===== src/rtl/mrp_pkg.sv =====
// Shared types and constants for the 32-bit Miller-Rabin prime tester.
`default_nettype none
package mrp_pkg;

    localparam int DATA_W   = 32;
    localparam int CNT_W    = $clog2(DATA_W);
    localparam int WIT_COUNT = 3;
    localparam int WIT_W    = $clog2(WIT_COUNT + 1);

    typedef logic [DATA_W-1:0] word_t;

    // Witnesses that make the test exact for every 32-bit value
    localparam word_t WITNESS [WIT_COUNT] = '{32'd2, 32'd7, 32'd61};

    typedef enum logic [3:0] {
        ST_IDLE,
        ST_CLASSIFY,
        ST_FACTOR,
        ST_WIT,
        ST_POW,
        ST_POW_MWAIT,
        ST_POW_SQ,
        ST_POW_SWAIT,
        ST_SQR,
        ST_SQR_WAIT,
        ST_DONE
    } state_t;

endpackage
`default_nettype wire


===== src/rtl/mrp_modmul.sv =====
// Bit-serial modular multiplier: product = op_a * op_b mod modulus, one bit of op_a per cycle.
`default_nettype none
module mrp_modmul (
    input  wire logic          aclk,
    input  wire logic          aresetn,
    input  wire logic          start,
    input  wire mrp_pkg::word_t op_a,
    input  wire mrp_pkg::word_t op_b,
    input  wire mrp_pkg::word_t modulus,
    output logic               done,
    output mrp_pkg::word_t     product
);
    import mrp_pkg::*;

    logic              busy_reg;
    logic              done_reg;
    logic [CNT_W-1:0]  cnt_reg;
    word_t             a_reg;
    word_t             b_reg;
    word_t             n_reg;
    word_t             r_reg;
    word_t             r_next;

    logic [DATA_W+1:0] t_sum;
    logic [DATA_W+1:0] t_n;
    logic [DATA_W+1:0] t_2n;

    // r = 2r + bit*b, result below 3n; subtract n or 2n to bring it back under n
    always_comb begin
        t_sum = {1'b0, r_reg, 1'b0} + (a_reg[DATA_W-1] ? {2'b00, b_reg} : '0);
        t_n   = {2'b00, n_reg};
        t_2n  = {1'b0, n_reg, 1'b0};
        if (t_sum >= t_2n) begin
            r_next = DATA_W'(t_sum - t_2n);
        end else if (t_sum >= t_n) begin
            r_next = DATA_W'(t_sum - t_n);
        end else begin
            r_next = DATA_W'(t_sum);
        end
    end

    always_ff @(posedge aclk) begin
        if (!aresetn) begin
            busy_reg <= 1'b0;
            done_reg <= 1'b0;
            cnt_reg  <= '0;
        end else begin
            done_reg <= 1'b0;
            if (start) begin
                busy_reg <= 1'b1;
                cnt_reg  <= '0;
            end else if (busy_reg) begin
                cnt_reg <= cnt_reg + 1'b1;
                if (cnt_reg == CNT_W'(DATA_W - 1)) begin
                    busy_reg <= 1'b0;
                    done_reg <= 1'b1;
                end
            end
        end
    end

    always_ff @(posedge aclk) begin
        if (start) begin
            a_reg <= op_a;
            b_reg <= op_b;
            n_reg <= modulus;
            r_reg <= '0;
        end else if (busy_reg) begin
            a_reg <= {a_reg[DATA_W-2:0], 1'b0};
            r_reg <= r_next;
        end
    end

    assign done    = done_reg;
    assign product = r_reg;

endmodule
`default_nettype wire


===== src/rtl/miller_rabin_prime_test_32.sv =====
// Top level of the deterministic Miller-Rabin prime tester for 32-bit numbers.
//
//  channel | ports                          | direction | contents
//  --------+--------------------------------+-----------+---------------------------
//  input   | s_valid, s_ready, s_candidate  | in        | 32-bit unsigned candidate
//  result  | m_valid, m_ready, m_is_prime   | out       | 1 = prime, 0 = not prime
//
// One item at a time. Each modular product is issued by the sequencer and then computed in
// the bit-serial multiplier while the sequencer waits for its done strobe. Only witnesses
// below the candidate are tried (at most 3). Trivial candidates (below 3 or even) go from
// classification straight to the result.
// Reset (aresetn low at a clock edge) drops any test in progress and any pending result.
// A result waiting on m_ready holds the finished verdict; s_ready is high only when no
// test is running, so a new item is taken while the previous result still waits.
`default_nettype none
module miller_rabin_prime_test_32 (
    input  wire logic           aclk,
    input  wire logic           aresetn,
    input  wire logic           s_valid,
    output logic                s_ready,
    input  wire mrp_pkg::word_t s_candidate,
    output logic                m_valid,
    input  wire logic           m_ready,
    output logic                m_is_prime
);
    import mrp_pkg::*;

    state_t            state_reg;
    state_t            state_next;

    word_t             n_reg;
    word_t             nm1_reg;
    word_t             d_reg;
    word_t             e_reg;
    word_t             acc_reg;
    word_t             base_reg;
    logic [CNT_W-1:0]  s_reg;
    logic [CNT_W-1:0]  j_reg;
    logic [WIT_W-1:0]  wit_idx_reg;
    logic              verdict_reg;
    logic              m_valid_reg;
    logic              m_is_prime_reg;

    logic              mul_start;
    word_t             mul_a;
    word_t             mul_b;
    logic              mul_done;
    word_t             mul_product;
    logic              out_load;
    word_t             wit_val;

    assign wit_val = (wit_idx_reg < WIT_W'(WIT_COUNT)) ? WITNESS[wit_idx_reg] : '0;

    mrp_modmul u_modmul (
        .aclk    (aclk),
        .aresetn (aresetn),
        .start   (mul_start),
        .op_a    (mul_a),
        .op_b    (mul_b),
        .modulus (n_reg),
        .done    (mul_done),
        .product (mul_product)
    );

    // Next state
    always_comb begin
        state_next = state_reg;
        case (state_reg)
            ST_IDLE: begin
                if (s_valid) state_next = ST_CLASSIFY;
            end
            ST_CLASSIFY: begin
                if (n_reg < 32'd3 || !n_reg[0]) state_next = ST_DONE;
                else                            state_next = ST_FACTOR;
            end
            ST_FACTOR: begin
                if (d_reg[0]) state_next = ST_WIT;
            end
            ST_WIT: begin
                if (wit_idx_reg == WIT_W'(WIT_COUNT)) state_next = ST_DONE;
                else if (wit_val < n_reg)             state_next = ST_POW;
            end
            ST_POW: begin
                if (e_reg == '0)  state_next = ST_SQR;
                else if (e_reg[0]) state_next = ST_POW_MWAIT;
                else              state_next = ST_POW_SWAIT;
            end
            ST_POW_MWAIT: begin
                if (mul_done) state_next = ST_POW_SQ;
            end
            ST_POW_SQ: begin
                state_next = ST_POW_SWAIT;
            end
            ST_POW_SWAIT: begin
                if (mul_done) state_next = ST_POW;
            end
            ST_SQR: begin
                if (j_reg == s_reg) begin
                    if (acc_reg != 32'd1) state_next = ST_DONE;
                    else                  state_next = ST_WIT;
                end else begin
                    state_next = ST_SQR_WAIT;
                end
            end
            ST_SQR_WAIT: begin
                if (mul_done) begin
                    if (mul_product == 32'd1 && acc_reg != 32'd1 && acc_reg != nm1_reg)
                        state_next = ST_DONE;
                    else
                        state_next = ST_SQR;
                end
            end
            ST_DONE: begin
                if (!m_valid_reg || m_ready) state_next = ST_IDLE;
            end
            default: state_next = ST_IDLE;
        endcase
    end

    // Outputs of the sequencer
    always_comb begin
        s_ready   = 1'b0;
        mul_start = 1'b0;
        mul_a     = acc_reg;
        mul_b     = base_reg;
        out_load  = 1'b0;
        case (state_reg)
            ST_IDLE: begin
                s_ready = 1'b1;
            end
            ST_POW: begin
                if (e_reg != '0) begin
                    mul_start = 1'b1;
                    if (!e_reg[0]) mul_a = base_reg;
                end
            end
            ST_POW_SQ: begin
                mul_start = 1'b1;
                mul_a     = base_reg;
            end
            ST_SQR: begin
                if (j_reg != s_reg) begin
                    mul_start = 1'b1;
                    mul_b     = acc_reg;
                end
            end
            ST_DONE: begin
                out_load = !m_valid_reg || m_ready;
            end
            default: begin
                s_ready = 1'b0;
            end
        endcase
    end

    always_ff @(posedge aclk) begin
        if (!aresetn) begin
            state_reg   <= ST_IDLE;
            m_valid_reg <= 1'b0;
        end else begin
            state_reg <= state_next;
            if (out_load)     m_valid_reg <= 1'b1;
            else if (m_ready) m_valid_reg <= 1'b0;
        end
    end

    // Datapath
    always_ff @(posedge aclk) begin
        if (out_load) m_is_prime_reg <= verdict_reg;
        case (state_reg)
            ST_IDLE: begin
                n_reg <= s_candidate;
            end
            ST_CLASSIFY: begin
                verdict_reg <= (n_reg == 32'd2);
                nm1_reg     <= n_reg - 32'd1;
                d_reg       <= n_reg - 32'd1;
                s_reg       <= '0;
                wit_idx_reg <= '0;
            end
            ST_FACTOR: begin
                if (!d_reg[0]) begin
                    d_reg <= {1'b0, d_reg[DATA_W-1:1]};
                    s_reg <= s_reg + 1'b1;
                end
            end
            ST_WIT: begin
                if (wit_idx_reg == WIT_W'(WIT_COUNT)) begin
                    verdict_reg <= 1'b1;
                end else if (wit_val < n_reg) begin
                    acc_reg  <= 32'd1;
                    base_reg <= wit_val;
                    e_reg    <= d_reg;
                    j_reg    <= '0;
                end else begin
                    wit_idx_reg <= wit_idx_reg + 1'b1;
                end
            end
            ST_POW_MWAIT: begin
                if (mul_done) acc_reg <= mul_product;
            end
            ST_POW_SWAIT: begin
                if (mul_done) begin
                    base_reg <= mul_product;
                    e_reg    <= {1'b0, e_reg[DATA_W-1:1]};
                end
            end
            ST_SQR: begin
                if (j_reg == s_reg) begin
                    verdict_reg <= 1'b0;
                    wit_idx_reg <= wit_idx_reg + 1'b1;
                end
            end
            ST_SQR_WAIT: begin
                if (mul_done) begin
                    verdict_reg <= 1'b0;
                    acc_reg     <= mul_product;
                    j_reg       <= j_reg + 1'b1;
                end
            end
            default: begin
                verdict_reg <= verdict_reg;
            end
        endcase
    end

    assign m_valid    = m_valid_reg;
    assign m_is_prime = m_is_prime_reg;

endmodule
`default_nettype wire


===== config.mk =====
export PLATFORM = sky130hd
export DESIGN_NAME = miller_rabin_prime_test_32
export DESIGN_NICKNAME = d
export VERILOG_FILES = /design/src/rtl/mrp_pkg.sv /design/src/rtl/mrp_modmul.sv /design/src/rtl/miller_rabin_prime_test_32.sv
export SDC_FILE = /design/constraint.sdc
export NUM_CORES = 1
export LEC_CHECK = 0
export ABC_AREA = 1
export BUFFER_PORTS_ARGS = -buffer_cell sky130_fd_sc_hd__clkbuf_2
export CAP_MARGIN = 0
export CORE_MARGIN = 3
export CORE_UTILIZATION = 40
export DETAILED_ROUTE_END_ITERATION = 16
export HOLD_SLACK_MARGIN = 0.08
export SYNTH_ARGS = -nofsm -noshare
export SYNTH_HDL_FRONTEND = slang
export SYNTH_SLANG_ARGS = --single-unit
export TNS_END_PERCENT = 5

===== constraint.sdc =====
create_clock -name aclk -period 6.7 [get_ports aclk]
set_input_delay 0.67 -clock aclk [delete_from_list [all_inputs] [get_ports aclk]]
set_output_delay 0.67 -clock aclk [all_outputs]
set_load 0.1 [all_outputs]

==> impl_results.md, run 1 <==
- Skew-Pair Late Insertion Delay: 570 ps
- Met2 WL: 33790 um
- Largest stage delay on the critical path: 730 ps
- Mean Syn Cell Area: 8.065 um2
- Crit path max-delay cell type: a21boi_0
- Max clock buf depth: 3
- Register bit total from synthesis: 346
- CTS Hold Bufs: 0
- HP Start: s_candidate[2]
- HP Class: input port to flip-flop
- Vias per Instance: 5.455
- Fmax: 0.1695 GHz
- Crit-path cells: buf_4 -> nand2_1 -> inv_1 -> ha_1 -> nand2_1 -> nor2_1 -> nor3b_1 -> nand2_1 -> nand2_1 -> nand2_1 -> nand2_1 -> xnor2_1 -> inv_1 -> ha_1 -> nand2_1 -> nor2_1 -> nand2_1 -> nor2_1 -> a21boi_0 -> nand4_4 -> o21ai_0 -> nand2_1 -> a21oi_1
- Arrival @ worst endpoint: 6400 ps
- Final Hold Viols: 0
- CP Max Fanout: 22
- Mapped Nets: 2874
- Setup Crit Path Kind: flip-flop to flip-flop
- Total CTS buffers: 40
- Initial core utilization: 0.4061
- Core Box Area: 54130 um2
- Hold Path Sink: n_reg[2]
- Async set-reset flop share out of synthesis: 0
- Critical Path End Type: flip-flop
- R2r startpoint: u_modmul.a_reg[31]
- Antenna viol nets, final: 0
- CTS HTree Levels: 2
- Post-synth top area cell: edfxtp_1
- Post-Syn Instances: 2726
- Via Count: 19040
- Final max-slew violation count: 0
- Top-area cell type share of the netlist area: 0.4125
- RSZ-0062 raised after global routing: false
- Resized cells post-CTS: 0
- Die footprint: 57810 um2
- Num ports: 39
- Max Cap Viol: 0
- Port Buffers: 38
- Final HPWL DP: 59020 um
- Setup tns final: 0 ps
- Die X: 240.4 um
- Synth warn: 0
- Final worst-path cycle share: 0.8804
- FF/Latch Area: 9950 um2
- Die H: 240.4 um
- DR WL met3: 5058 um
- Routed length per instance: 21.25 um
- Commonest cells in the netlist: nand2_1, inv_1, edfxtp_1
- DRC Markers: 0
- Max_slew headroom: 0.2144
- Reg-to-Reg End: u_modmul.product[26]
- Antenna violations before repair: 0
- First-pass GRT wire length: 110700 um
- Drt first pass iters: 6
- Post-synth cell types: 53
- CP most frequent cell: nand2_1
- Global Route Usage Sum: 0.2539
- Detailed router's first-iteration violation count: 1913
- Worst endpoint required time: 7200 ps
- Primary FF master, synth: edfxtp_1
- Clock tree root driver cell: clkbuf_16
- CTS sink count: 346
- Outcome: completed
- Min Tclk post-route: 5899 ps
- Routed WL: 74170 um
- Clk slew on worst S/H paths: 60 ps
- R2R Setup Slk: 800 ps
- GRT overflow: 0
- Top cells by area, synth: edfxtp_1, nand2_1, inv_1, ha_1, nor2_1
- TritonCTS clock tree: done
- Mapped cell area: 21980 um2
- Worst-margin pin slew: 1177 ps
- Final #Nets: 2912
- ANT cells: 0
- Fin Clk Skew: 27.98 ps
- Setup Buffers After CTS: 0
- Share of cells above drive strength 1: 0.06263
- Post-synth EDFFs: 302
- RD Place Congestion: 1.076
- Largest net degree at the start of global routing: 99
- Num rows: 85
- Worst hold stages: 1
- M1 WL: 31680 um
- Area Growth Syn to Fin: 10.07%
- R2r worst-path depth: 23
- # setup viols final: 0
- FILL cells: 5424
- Area of the multi-input gates: 10240 um2
- Critical path launch point type: flip-flop
- Sequential area share after synthesis: 0.4526
- Top sig layer: met4
- Most frequent cell after synthesis: nand2_1
- Vias in the first global route: 18210
## worst max path at each step
stage,start,endpoint,slack [ps],cells past startpoint
floorplan,wit_idx_reg[0],base_reg[0],30,10
global placement,u_modmul.a_reg[31],u_modmul.product[26],720,23
detailed placement,u_modmul.a_reg[31],u_modmul.product[26],870,25
CTS,u_modmul.a_reg[31],u_modmul.product[26],850,25
global route,u_modmul.a_reg[31],u_modmul.product[13],440,25
finish,u_modmul.a_reg[31],u_modmul.product[26],800,23
## layout by cell type, fill, tap and decap left out, types with 10 or more instances in the layout
cell type	n
nand2_1	674
clkbuf_2	38
nor4_1	24
nand3b_1	10
nand4_1	42
o21ai_0	155
nor2_1	274
xnor2_1	48
ha_1	109
a22o_1	25
a21oi_1	176
nor3_1	20
or2_2	10
inv_1	403
buf_4	21
clkbuf_16	41
nand3_1	148
edfxtp_1	302
o21bai_1	17
xor2_1	79
dfxtp_1	44
## metal layers
layer | up-vias | GRT usage
met3 | 161 | 0.02914
met5 | - | 0
met1 | 9003 | 0.3418
met2 | 787 | 0.4143
li1 | 9086 | -
met4 | 0 | 0.1106
## cells by family (layout without fill, tap and decap cells)
kind of cell / count (synthesis) / in the layout / share of synthesized area
AOI/OAI and AO/OA: 426 / 426 / 0.1088
xor gates and xnor gates: 128 / 128 / 0.05133
adders and majority gates: 112 / 112 / 0.06477
buffers and inverters: 474 / 542 / 0.08400
DFF: 346 / 346 / 0.4526
and+or+nand+nor: 1240 / 1240 / 0.2385
## worst max-delay path, delay by kind of cell (launching register included)
kind / cells / cell delay, ps
flip-flops: 1 / 690
buffers and inverters: 3 / 530
AO/OA/AOI/OAI: 3 / 1380
XOR/XNOR: 1 / 170
AND/OR/NAND/NOR: 14 / 2310
adder cells (fa/ha/maj): 2 / 730
## final cells by class
class,instances,share of cell area
multi-input cells,1906,0.4232
flip-flops and latches,346,0.4111
inverters,411,0.06385
clock buffers,50,0.04379
well taps,696,0.03599
repair buffers,59,0.01437
clock inverters,22,0.007600
## per-stage QoR
stage | cell area (um2) | hold slack, ps | worst slack (ps) | utilization | cells
global placement | 22960 | 454.0 | 722.0 | 0.4241 | 3418
finish | 24200 | 293.0 | 801.4 | 0.4470 | 3490
CTS | 24200 | 262.5 | 854.7 | 0.4470 | 3490
detailed placement | 22960 | 429.4 | 871.5 | 0.4241 | 3418
global route | 24200 | 271.3 | 435.3 | 0.4470 | 3490
floorplan | 21980 | 400.3 | 31.90 | - | 2726
Power of run 1 is left out: the tool's default activity adds up to more than one toggle a clock period on the data nets, which glitch-free logic cannot reach.
==> run 2: changes to the inputs <==
clock period = 6.4 ns   (was 6.7 ns; I/O delays follow)
==> impl_results.md, run 2 (same netlist as run 1, synthesis figures left out) <==
- HP Start: s_candidate[8]
- Vias in the first global route: 18170 (-0.25%)
- Num ports: 39 (unchanged)
- Arrival @ worst endpoint: 5910 ps (-490 ps)
- Final #Nets: 2912 (unchanged)
- Min Tclk post-route: 5459 ps (-439.6 ps)
- Outcome: completed
- Via Count: 18970 (-0.37%)
- Die X: 240.4 um (unchanged)
- Most common cell after layout, fill and taps aside: nand2_1
- Port Buffers: 38 (unchanged)
- Worst-margin pin slew: 1154 ps (-22.94 ps)
- Critical path launch point type: flip-flop
- Setup tns final: 0 ps (unchanged)
- Routed WL: 73530 um (-0.87%)
- Largest net degree at the start of global routing: 78 (-21%)
- Max_slew headroom: 0.2297 (+0.01531)
- DRC Markers: 0 (unchanged)
- RD Place Congestion: 1.044 (-3.0%)
- Fin Clk Skew: 24.80 ps (-3.183 ps)
- RSZ-0062 raised after global routing: false
- Die footprint: 57810 um2 (unchanged)
- Detailed router's first-iteration violation count: 1834 (-4.1%)
- ANT cells: 0 (unchanged)
- Critical Path End Type: flip-flop
- Antenna violations before repair: 1 (+1)
- Die H: 240.4 um (unchanged)
- FILL cells: 5371 (-0.98%)
- Skew-Pair Late Insertion Delay: 570 ps (about the same)
- Initial core utilization: 0.4061 (unchanged)
- Commonest cells after routing, fill and taps aside: nand2_1, inv_1, edfxtp_1
- CTS Hold Bufs: 0 (unchanged)
- Post-layout worst setup margin: 941.0 ps (+139.6 ps)
- CTS sink count: 346 (unchanged)
- Final HPWL DP: 58700 um (-0.56%)
- Max Cap Viol: 0 (unchanged)
- Setup Crit Path Kind: flip-flop to flip-flop
- Num rows: 85 (unchanged)
- Vias per Instance: 5.434 (-0.37%)
- Final worst-path cycle share: 0.8530 (-0.02742)
- Global Route Usage Sum: 0.2533 (-0.0005926)
- Antenna viol nets, final: 0 (unchanged)
- GRT overflow: 0 (unchanged)
- Share of cells above drive strength 1: 0.06228 (-0.0003579)
- CTS HTree Levels: 2 (unchanged)
- R2r startpoint: u_modmul.a_reg[31]
- Drt first pass iters: 7 (+1)
- Routed length per instance: 21.07 um (-0.87%)
- Area Growth Syn to Fin: 10.02% (about the same)
- # setup viols final: 0 (unchanged)
- Clk slew on worst S/H paths: 60 ps (about the same)
- Max clock buf depth: 3 (unchanged)
- Total CTS buffers: 39 (-2.5%)
- Final Hold Viols: 0 (unchanged)
- HP Class: input port to flip-flop
- Setup WS pre-CTS: 1046 ps (+174.6 ps)
- Worst endpoint required time: 6850 ps (-350 ps)
- CP Max Fanout: 27 (+23%)
- Setup Buffers After CTS: 0 (unchanged)
- Fmax: 0.1832 GHz (+8.1%)
- CP Launch Point: u_modmul.a_reg[31]
- Clock tree root driver cell: clkbuf_16
- Final max-slew violation count: 0 (unchanged)
- Core Box Area: 54130 um2 (unchanged)
- Resized cells post-CTS: 0 (unchanged)
- First-pass GRT wire length: 110500 um (-0.17%)
- TritonCTS clock tree: done
run 2: cell count changes in the layout (fill, tap and decap cells not counted), sizes merged:
cell | before | now
clkinv | 11 | 15
clkbuf | 88 | 86
buf | 21 | 22
inv | 416 | 413
run 2: per-layer routing:
| metal | global-route usage | vias up | routed length (um) | part of all wire |
|---|---|---|---|---|
| met2 | 0.4286 | 642 | 34920 | 0.47 |
| met3 | 0.02615 | 137 | 4213 | 0.057 |
| met1 | 0.3364 | 9091 | 31400 | 0.43 |
| met5 | 0 | - | 0 | 0 |
| li1 | - | 9096 | - | - |
| met4 | 0.09417 | 0 | 3002 | 0.041 |
run 2: per-stage QoR:
step	hold WS (ps)	instance area [um2]	instances	utilization
finish	248.6	24190	3490	0.4468
global route	223.1	24190	3490	0.4468
CTS	216.4	24190	3490	0.4468
detailed placement	452.0	22960	3419	0.4242
global placement	452.5	22960	3419	0.4242
floorplan	400.3	21990	2726	-
run 2: path summary, 6_finish.rpt:
path	to	cells past startpoint	slack [ps]
setup / recovery	u_modmul.product[24]	24	940
hold / removal	n_reg[8]	1	250
setup reg to reg	u_modmul.product[24]	24	940
hold reg to reg	u_modmul.cnt_reg[4]	2	470
run 2: cell type report:
cell class	count	area, um2	share of cell area
clock buffer	48	1010	0.04174
clock inverter	23	215.2	0.008897
inverter	411	1545	0.06388
multi-input combinational	1906	10240	0.4234
sequential	346	9950	0.4113
tap	696	870.8	0.03600
timing repair buffer	60	355.3	0.01469
run 2: critical path, stage by stage (launching register included):
cell and delay, ps:
edfxtp_1 670, nand2_1 90, inv_1 80, ha_1 150, inv_1 50, fa_1 400
o21ai_1 310, nand2_1 110, nand2_2 140, nand2_1 80, nand2_2 140, a21oi_1 100
xor2_1 360, inv_1 170, ha_1 390, nand2_1 200, nor2_1 150, nand2_1 100
nor2_1 70, a21boi_0 440, nand4_4 430, inv_4 390, nand2_1 100, nand3_1 120
a21oi_1 70
Power of run 2 is left out for the same reason.
